===== src/design/mia_pkg.sv =====
`timescale 1ns / 1ps
// Shared constants, command/status structs and a helper for the max island area block.
// No dependencies; used by the controller, the datapath and the top level.

package mia_pkg;

    localparam int MAX_ROWS_DEF = 64;
    localparam int MAX_COLS_DEF = 64;

    localparam int CFG_W     = 7;
    localparam int CFG_IDX_W = 1;
    localparam int AREA_W    = 13;
    localparam int AREA_MAX  = 8191;
    localparam int IN_DATA_W  = 8;
    localparam int OUT_DATA_W = 16;

    localparam int ROW_RESET = 64;
    localparam int COL_RESET = 64;

    localparam logic [CFG_IDX_W-1:0] REG_ROW_COUNT = 1'b0;
    localparam logic [CFG_IDX_W-1:0] REG_COL_COUNT = 1'b1;

    // Commands from the controller to the datapath.
    typedef struct packed {
        logic in_ready;
        logic clr;
        logic load;
        logic scan_init;
        logic scan;
        logic pop;
        logic nb;
        logic nb_chk;
        logic region_end;
        logic emit;
    } t_cmd;

    // Status from the datapath to the controller.
    typedef struct packed {
        logic clr_done;
        logic scan_hit;
        logic scan_done;
        logic sp_zero;
        logic dir_last;
        logic out_busy;
    } t_stat;

    // Effective image dimension: zero acts as one, large values saturate.
    function automatic int clamp_dim(input logic [CFG_W-1:0] value, input int limit);
        int v;
        v = int'(value);
        if (v < 1) begin
            return 1;
        end
        if (v > limit) begin
            return limit;
        end
        return v;
    endfunction

endpackage


===== src/design/mia_ctrl.sv =====
`timescale 1ns / 1ps
// Controller state machine: clear pass, frame load, scan and flood fill sequencing.
// Depends on mia_pkg for the command and status structs.

module mia_ctrl (
    input  logic          i_clk,
    input  logic          i_rst_n,
    input  logic          i_in_valid,
    input  logic          i_in_last,
    input  mia_pkg::t_stat i_stat,
    output mia_pkg::t_cmd  o_cmd
);

    localparam logic [2:0] S_CLEAR = 3'd0;
    localparam logic [2:0] S_LOAD  = 3'd1;
    localparam logic [2:0] S_SCAN  = 3'd2;
    localparam logic [2:0] S_POP   = 3'd3;
    localparam logic [2:0] S_NB    = 3'd4;
    localparam logic [2:0] S_LAST  = 3'd5;

    logic [2:0] r_state;
    logic [2:0] n_state;

    always_comb begin
        n_state = r_state;
        o_cmd   = '0;
        case (r_state)
            S_CLEAR: begin
                o_cmd.clr = 1'b1;
                if (i_stat.clr_done) begin
                    n_state = S_LOAD;
                end
            end
            S_LOAD: begin
                o_cmd.in_ready = 1'b1;
                if (i_in_valid) begin
                    o_cmd.load = 1'b1;
                    if (i_in_last) begin
                        o_cmd.scan_init = 1'b1;
                        n_state = S_SCAN;
                    end
                end
            end
            S_SCAN: begin
                o_cmd.scan = 1'b1;
                if (i_stat.scan_hit) begin
                    n_state = S_POP;
                end else if (i_stat.scan_done && !i_stat.out_busy) begin
                    o_cmd.emit = 1'b1;
                    n_state = S_CLEAR;
                end
            end
            S_POP: begin
                if (i_stat.sp_zero) begin
                    o_cmd.region_end = 1'b1;
                    n_state = S_SCAN;
                end else begin
                    o_cmd.pop = 1'b1;
                    n_state = S_NB;
                end
            end
            S_NB: begin
                o_cmd.nb = 1'b1;
                if (i_stat.dir_last) begin
                    n_state = S_LAST;
                end
            end
            S_LAST: begin
                o_cmd.nb_chk = 1'b1;
                n_state = S_POP;
            end
            default: begin
                n_state = S_CLEAR;
            end
        endcase
    end

    always_ff @(posedge i_clk) begin
        if (!i_rst_n) begin
            r_state <= S_CLEAR;
        end else begin
            r_state <= n_state;
        end
    end

endmodule


===== config.mk =====
export PLATFORM = sky130hd
export DESIGN_NAME = mia_ctrl
export DESIGN_NICKNAME = d
export VERILOG_FILES = /design/src/design/mia_pkg.sv /design/src/design/mia_ctrl.sv
export SDC_FILE = /design/constraint.sdc
export NUM_CORES = 1
export LEC_CHECK = 0
export ABC_CLOCK_PERIOD_IN_PS = 1500
export BUFFER_PORTS_ARGS = -buffer_cell sky130_fd_sc_hd__buf_2
export CELL_PAD_IN_SITES_DETAIL_PLACEMENT = 1
export CELL_PAD_IN_SITES_GLOBAL_PLACEMENT = 2
export CORE_AREA = 2 2 43 45
export CTS_CLUSTER_DIAMETER = 100
export DETAILED_ROUTE_END_ITERATION = 10
export DIE_AREA = 0 0 45 47
export PLACE_DENSITY = 0.76
export SLEW_MARGIN = 10
export SYNTH_ARGS = -nofsm -noshare
export SYNTH_HDL_FRONTEND = slang
export SYNTH_SLANG_ARGS = --single-unit

===== constraint.sdc =====
create_clock -name i_clk -period 1.5 [get_ports i_clk]
set_clock_uncertainty 0.1 [all_clocks]
set_input_delay 0.3 -clock i_clk [delete_from_list [all_inputs] [get_ports i_clk]]
set_output_delay 0.3 -clock i_clk [all_outputs]
set_load 0.1 [all_outputs]

* Word-level counts from Yosys, hierarchy flattened
Index checks and enable logic that the tools add are counted.
** Word-level totals
- Flip-flop bits (word level) :: 3
- Bits of input ports :: 10
- Output and inout port bits :: 10
- Word-level logic and storage cells :: 38
** Operators by class
- Equal/unequal tests :: 10
- Mux-type cells :: 23
- Reductions and logical operators :: 4
** Operators with widths (count)
- $mux W3 :: 7
- $pmux W3 S6 :: 1
- $mux W1 :: 13
- $ne A2 B2 Y1 const B :: 4
- $eq A3 B2 Y1 const B :: 2
- $eq A3 B3 Y1 const B :: 2
- $reduce_and A5 Y1 :: 1
- $mux W2 :: 2
- $eq A3 B1 Y1 const B :: 1
- $logic_not A3 Y1 :: 1
- $ne A3 B3 Y1 const B :: 1
- $logic_and A1 B1 Y1 :: 1
- $logic_not A1 Y1 :: 1

* Longest topological paths before layout
Gate-level depths: netlist of the first run.
- Depth in word-level cells :: 5
- Depth in mapped cells :: 5

* Least setup slack after synthesis of the first run
Ideal clock, no wire load.
- Path kind :: reg2out
- From :: reg r_state[0]
- To :: out o_cmd[0] in the netlist's numbering
- Data arrival time :: 3.422 ns
- Setup slack :: -2.322 ns
- Stages on the path, launching flop included :: 3
- Path buffers :: 1
- Cell sequence :: dfxtp_1 > buf_4 > nor4_1
** RTL lines
- from (decl) :: RTL line mia_ctrl.sv:21 : logic [2:0] r_state;
- from (signal assigned) :: RTL line mia_ctrl.sv:82 : r_state <= n_state;
- to (decl) :: RTL line mia_ctrl.sv:11 : output mia_pkg::t_cmd o_cmd

==> flow_summary.yaml, run 1 <==
setup_path:
  critPathCaptureType: "output pin"
  regToRegStartpoint: "r_state[0]"
  cp.required_ps: 1100
  critPathKind: "flip-flop to output pin"
  rr_worst_depth: 5
  critPathArrivalTime_ps: 1230
  start_kind: "flip-flop"
  cp_max_fo: 5
  crit_start: "r_state[2]"
yosys:
  syn-cell-area_sq_um: 285
  netlist_instances: 38
  yosys.area_share.xor_xnor: 0
  synth_top_family_by_area: "simple AND/OR/NAND/NOR gates"
  yosys.area_share.simple: 0.544
  syn_avg_cell_area_sq_um: 7.51
  seq_area_frac_synth: 0.211
  ys_seq_elements: 3
  syn_nets: 48
  synth_cell_types: 23
  synthAdderAreaFrac: 0
  ys_warn_count: 0
  synth_mux_area_frac: 0
  synth_compound_area_frac: 0.193
layout:
  reg_top3: "r_state (3)"
  syn2layout_area_growth_pct: 162
  largest_register_ffs: 3
  final_cell_mix: "buf_12 (10), buf_4 (10), buf_2 (9)"
  seq_area_sq_um: 68.8
  top_register: "r_state"
  multi_input_area_sq_um: 288
  n_fill_cell: 188
  design_area_sq_um: 747
  diodes: 0
  drive_above_1_share: 0.704
  layout.nets: 82
timing:
  setup_violations: 10
  rsz0062_at_grt: "yes"
  fmax_mhz: 615
  tightestPinTransition_ps: 254
  setup_slack_ps: -127
  slew_violations: 0
  totalNegativeSetupSlack_ps: -749
  fin_crit_sh: 1.08
  hold_ws_ps: 205
  maxSlewHeadroom: 0.829
  hold_viol: 0
  final.min_clock_period_ps: 1630
clock_tree:
  htree_levels: 1
  clockBufferDepth: 2
  cts_tree: "done"
  cts-root-buf: "clkbuf_4"
  clock_sinks: 3
  clk_latency_ps: 230
  cts_buffers: 3
  ctsHoldBuffers: 0
  clk_pin_slew_ps: 40
detailed_routing:
  drcViolationCount: 0
  antenna_left: 0
  drt_iter0_drc: 1
  viasPerCell: 4.44
  vias: 391
  routedWlPerCell_um: 11.3
  wl_um: 991
  first_pass_iters: 2
place:
  post-place-ws_ps: 50.7
  gp_routability_congestion: 0.657
  port_buffers: 19
  placed_area_sq_um: 646
  place_hpwl_um: 767
global_routing:
  grt_usage: 0.111
  grt_pass1_vias: 402
  grt_use_met1: 0.133
  grtUsageMet2: 0.180
  overflow: 0
  grt-busiest-layer: "met2"
  grt_max_degree: 13
  antenna_found_initial: 0
  grt_pass1_wl_um: 1670
  grtUsageMet3: 0.0346
floorplan:
  rows: 15
  die_w_um: 45
  core-area_sq_um: 1650
  num_io_pins: 20
  start_util: 0.173
  die_h_um: 47
  dieArea_sq_um: 2120
power:
  leakagePower_nw: 0.321
  ir_drop_v: 0.000357
  p_per_area_nw_per_um2: 867
  finalPower_w: 0.000648
worst_hold_path:
  hp-start: "i_rst_n"
  hp-class: "input port to flip-flop"
  min_delay_path_depth: 2
status:
  violations: "negative setup slack"
  outcome: "finished with violations"
job:
  maxCapViolations: 0
-- worst paths after layout --
kind	end	slack [ps]
hold / removal	r_state[2]	200
hold reg to reg	r_state[1]	580
setup / recovery	o_cmd[0]	-130
setup reg to reg	r_state[0]	190
-- layer usage --
layer / wire, um / vias up
li1: - / 202
met1: 428 / 178
met2: 509 / 11
met3: 53 / 0
met4: 0 / 0
met5: 0 / -
-- synth_stat cells --
master,count,area [sq um]
nor2b_2,1,8.76
nand3_1,2,10.0
nand2b_1,2,12.5
and2b_1,1,7.51
and2_1,2,12.5
and3_1,2,12.5
a21oi_1,2,10.0
nand2_1,3,11.3
nor3_1,1,5.00
nand3b_1,2,15.0
nor4_1,1,6.26
o21a_1,2,15.0
nand2b_2,1,8.76
nor2_2,1,6.26
and4b_2,1,11.3
o211ai_1,1,7.51
buf_4,2,15.0
nor2_1,2,7.51
nor3b_1,1,7.51
dfxtp_1,3,60.1
nor3b_2,1,12.5
a21boi_1,1,7.51
o21ai_0,3,15.0
-- critical path, stage by stage, from the launching register on --
cell and delay (ps):
dfxtp_2 340, nand2b_4 170, nor4_4 260, buf_12 210
-- metrics by stage --
stage                     cells  utilization
after floorplan              38            -
after global placement       78        0.391
after detailed placement     78        0.391
after CTS                    86        0.438
after global routing         88        0.452
final                        88        0.452
-- final cells by class --
class / count / share of cell area
tap: 17 / 0.0285
sequential: 3 / 0.0921
timing repair buffer: 31 / 0.459
clock buffer: 4 / 0.0352
multi-input combinational: 33 / 0.385
-- report_power, final --
group          internal, W  leakage [nW]  switching, W
clock network    0.0000998        0.0150     0.0000427
registers        0.0000898        0.0264     0.0000258
logic             0.000172         0.279      0.000218
total             0.000361         0.321      0.000286
-- cells by family after synthesis --
group / after synthesis
AO/OA/AOI/OAI: 9
flip-flops: 3
AND/OR/NAND/NOR: 24
buffers and inverters: 2
-- timing repair --
| action | 4_1_cts | 5_1_grt |
|---|---|---|
| buffers inserted | 4 | 2 |
| setup endpoints to repair | 10 | 10 |
| resized for setup | 7 | 2 |
| hold endpoints to repair | 0 | 0 |
| pin swaps | 3 | 3 |
No activity file was read; power rests on OpenSTA's default activity.
==> run 2, diff against run 1 <==
--- a/config.mk
+++ b/config.mk
@@ -6,7 +6,7 @@
 export NUM_CORES = 1
 export LEC_CHECK = 0
 export ABC_CLOCK_PERIOD_IN_PS = 1500
-export BUFFER_PORTS_ARGS = -buffer_cell sky130_fd_sc_hd__buf_2
+export BUFFER_PORTS_ARGS = -buffer_cell sky130_fd_sc_hd__buf_4
 export CELL_PAD_IN_SITES_DETAIL_PLACEMENT = 1
 export CELL_PAD_IN_SITES_GLOBAL_PLACEMENT = 2
 export CORE_AREA = 2 2 43 45
==> run 2 against run 1 <==
  * The run still ends with negative setup slack left
  * Setup slack got worse by 5.4 ps
  * Global-route usage increased by 0.071 points
  * Critical path depth unchanged
  * Fmax decreased by 0.33%
  * Sequential power about the same
  * Cell count decreased by 2.3%
  * Count of clock-buffer cells in the layout unchanged
  * Highest routed layer unchanged
==> flow_summary.yaml, run 2 (synthesis results as in run 1) <==
setup_path:
  critPathArrivalTime_ps: 1230
  critPathCaptureType: "output pin"
  start_kind: "flip-flop"
  rr_worst_depth: 5
  r2r_slack_ps: 180
  crit_start: "r_state[2]"
  cp_max_fo: 8
  regToRegStartpoint: "r_state[0]"
  crit_path_end: "o_cmd[1]"
  critPathKind: "flip-flop to output pin"
  r2r_end: "r_state[0]"
  cp.required_ps: 1100
clock_tree:
  clk_latency_ps: 230
  clk_pin_slew_ps: 40
  htree_levels: 1
  cts_buffers: 3
  clockBufferDepth: 2
  clock_sinks: 3
  cts_tree: "done"
  cts-root-buf: "clkbuf_4"
  ctsHoldBuffers: 0
timing:
  rsz0062_at_grt: "yes"
  maxSlewHeadroom: 0.847
  final.min_clock_period_ps: 1630
  totalNegativeSetupSlack_ps: -658
  fmax_mhz: 613
  fin_crit_sh: 1.09
  tightestPinTransition_ps: 229
  hold_ws_ps: 197
  setup_violations: 9
  slew_violations: 0
  setup_slack_ps: -132
  hold_viol: 0
status:
  violations: "negative setup slack"
  outcome: "finished with violations"
global_routing:
  grt_pass1_wl_um: 1700
  grt_pass1_vias: 409
  grt_max_degree: 12
  antenna_found_initial: 0
  overflow: 0
  grt_usage: 0.111
power:
  leakagePower_nw: 0.314
  ir_drop_v: 0.000404
  p_per_area_nw_per_um2: 869
detailed_routing:
  viasPerCell: 4.43
  drt_iter0_drc: 2
  vias: 381
  routedWlPerCell_um: 11.5
  first_pass_iters: 3
  antenna_left: 0
  wl_um: 992
  drcViolationCount: 0
floorplan:
  core-area_sq_um: 1650
  rows: 15
  die_w_um: 45
  num_io_pins: 20
  die_h_um: 47
  dieArea_sq_um: 2120
  start_util: 0.173
layout:
  largest_register_ffs: 3
  final_common_cell: "buf_4"
  reg_top3: "r_state (3)"
  utilization: 0.450
  final_cell_mix: "buf_4 (16), buf_12 (9), buf_6 (4)"
  top_register: "r_state"
  layout.nets: 80
  diodes: 0
  drive_above_1_share: 0.696
  syn2layout_area_growth_pct: 161
  finalNonFillerCells: 86
place:
  gp_routability_congestion: 0.674
  post-place-ws_ps: -27.3
  dp_cells: 80
  port_buffers: 19
  place_hpwl_um: 818
worst_hold_path:
  hp-class: "input port to flip-flop"
job:
  maxCapViolations: 0
[run 2: layout make-up]
cell class	instances	area, sq um
Clock buffer	4	26.3
Fill cell	191	908
Multi-Input combinational cell	33	282
Sequential cell	3	68.8
Tap cell	17	21.3
Timing Repair Buffer	29	345
[run 2: critical path, cell delays in order, from the launching register on]
cell,delay [ps]
dfxtp_2,340
buf_4,170
and4b_2,310
buf_12,180
[run 2: how the worst min path moves through the flow]
stage                       start    endpoint  slack (ps)  depth (start not counted)
final                     i_rst_n  r_state[2]         200                          2
after global routing      i_rst_n  r_state[2]         190                          2
after CTS                 i_rst_n  r_state[2]         190                          2
after detailed placement  i_rst_n  r_state[2]         430                          2
after global placement    i_rst_n  r_state[0]         430                          2
after floorplan           i_rst_n  r_state[0]         320                          1
[run 2: stage by stage]
step / power (W) / instance area [sq um]
after floorplan: 0.000339 / 357
after global placement: 0.000432 / 558
after detailed placement: 0.000434 / 558
after CTS: 0.000655 / 734
after global routing: 0.000688 / 743
final: 0.000646 / 743
[run 2: power by group]
group | switching (W) | internal (W) | total (W)
sequential | 0.0000237 | 0.0000899 | 0.000114
clock | 0.0000394 | 0.0000995 | 0.000139
combinational | 0.000217 | 0.000176 | 0.000393
total | 0.000280 | 0.000366 | 0.000646
[run 2: per-layer routing]
metal,share of wire,GRT usage
met2,0.50,0.166
met3,0.054,0.0154
met1,0.44,0.151
met4,0,0.0706
met5,0,0
[run 2: repair_timing]
action,in CTS,in global routing
endpoints found under the setup margin,10,10
pin swaps,5,3
gates resized for setup,34,3
setup buffers,2,0
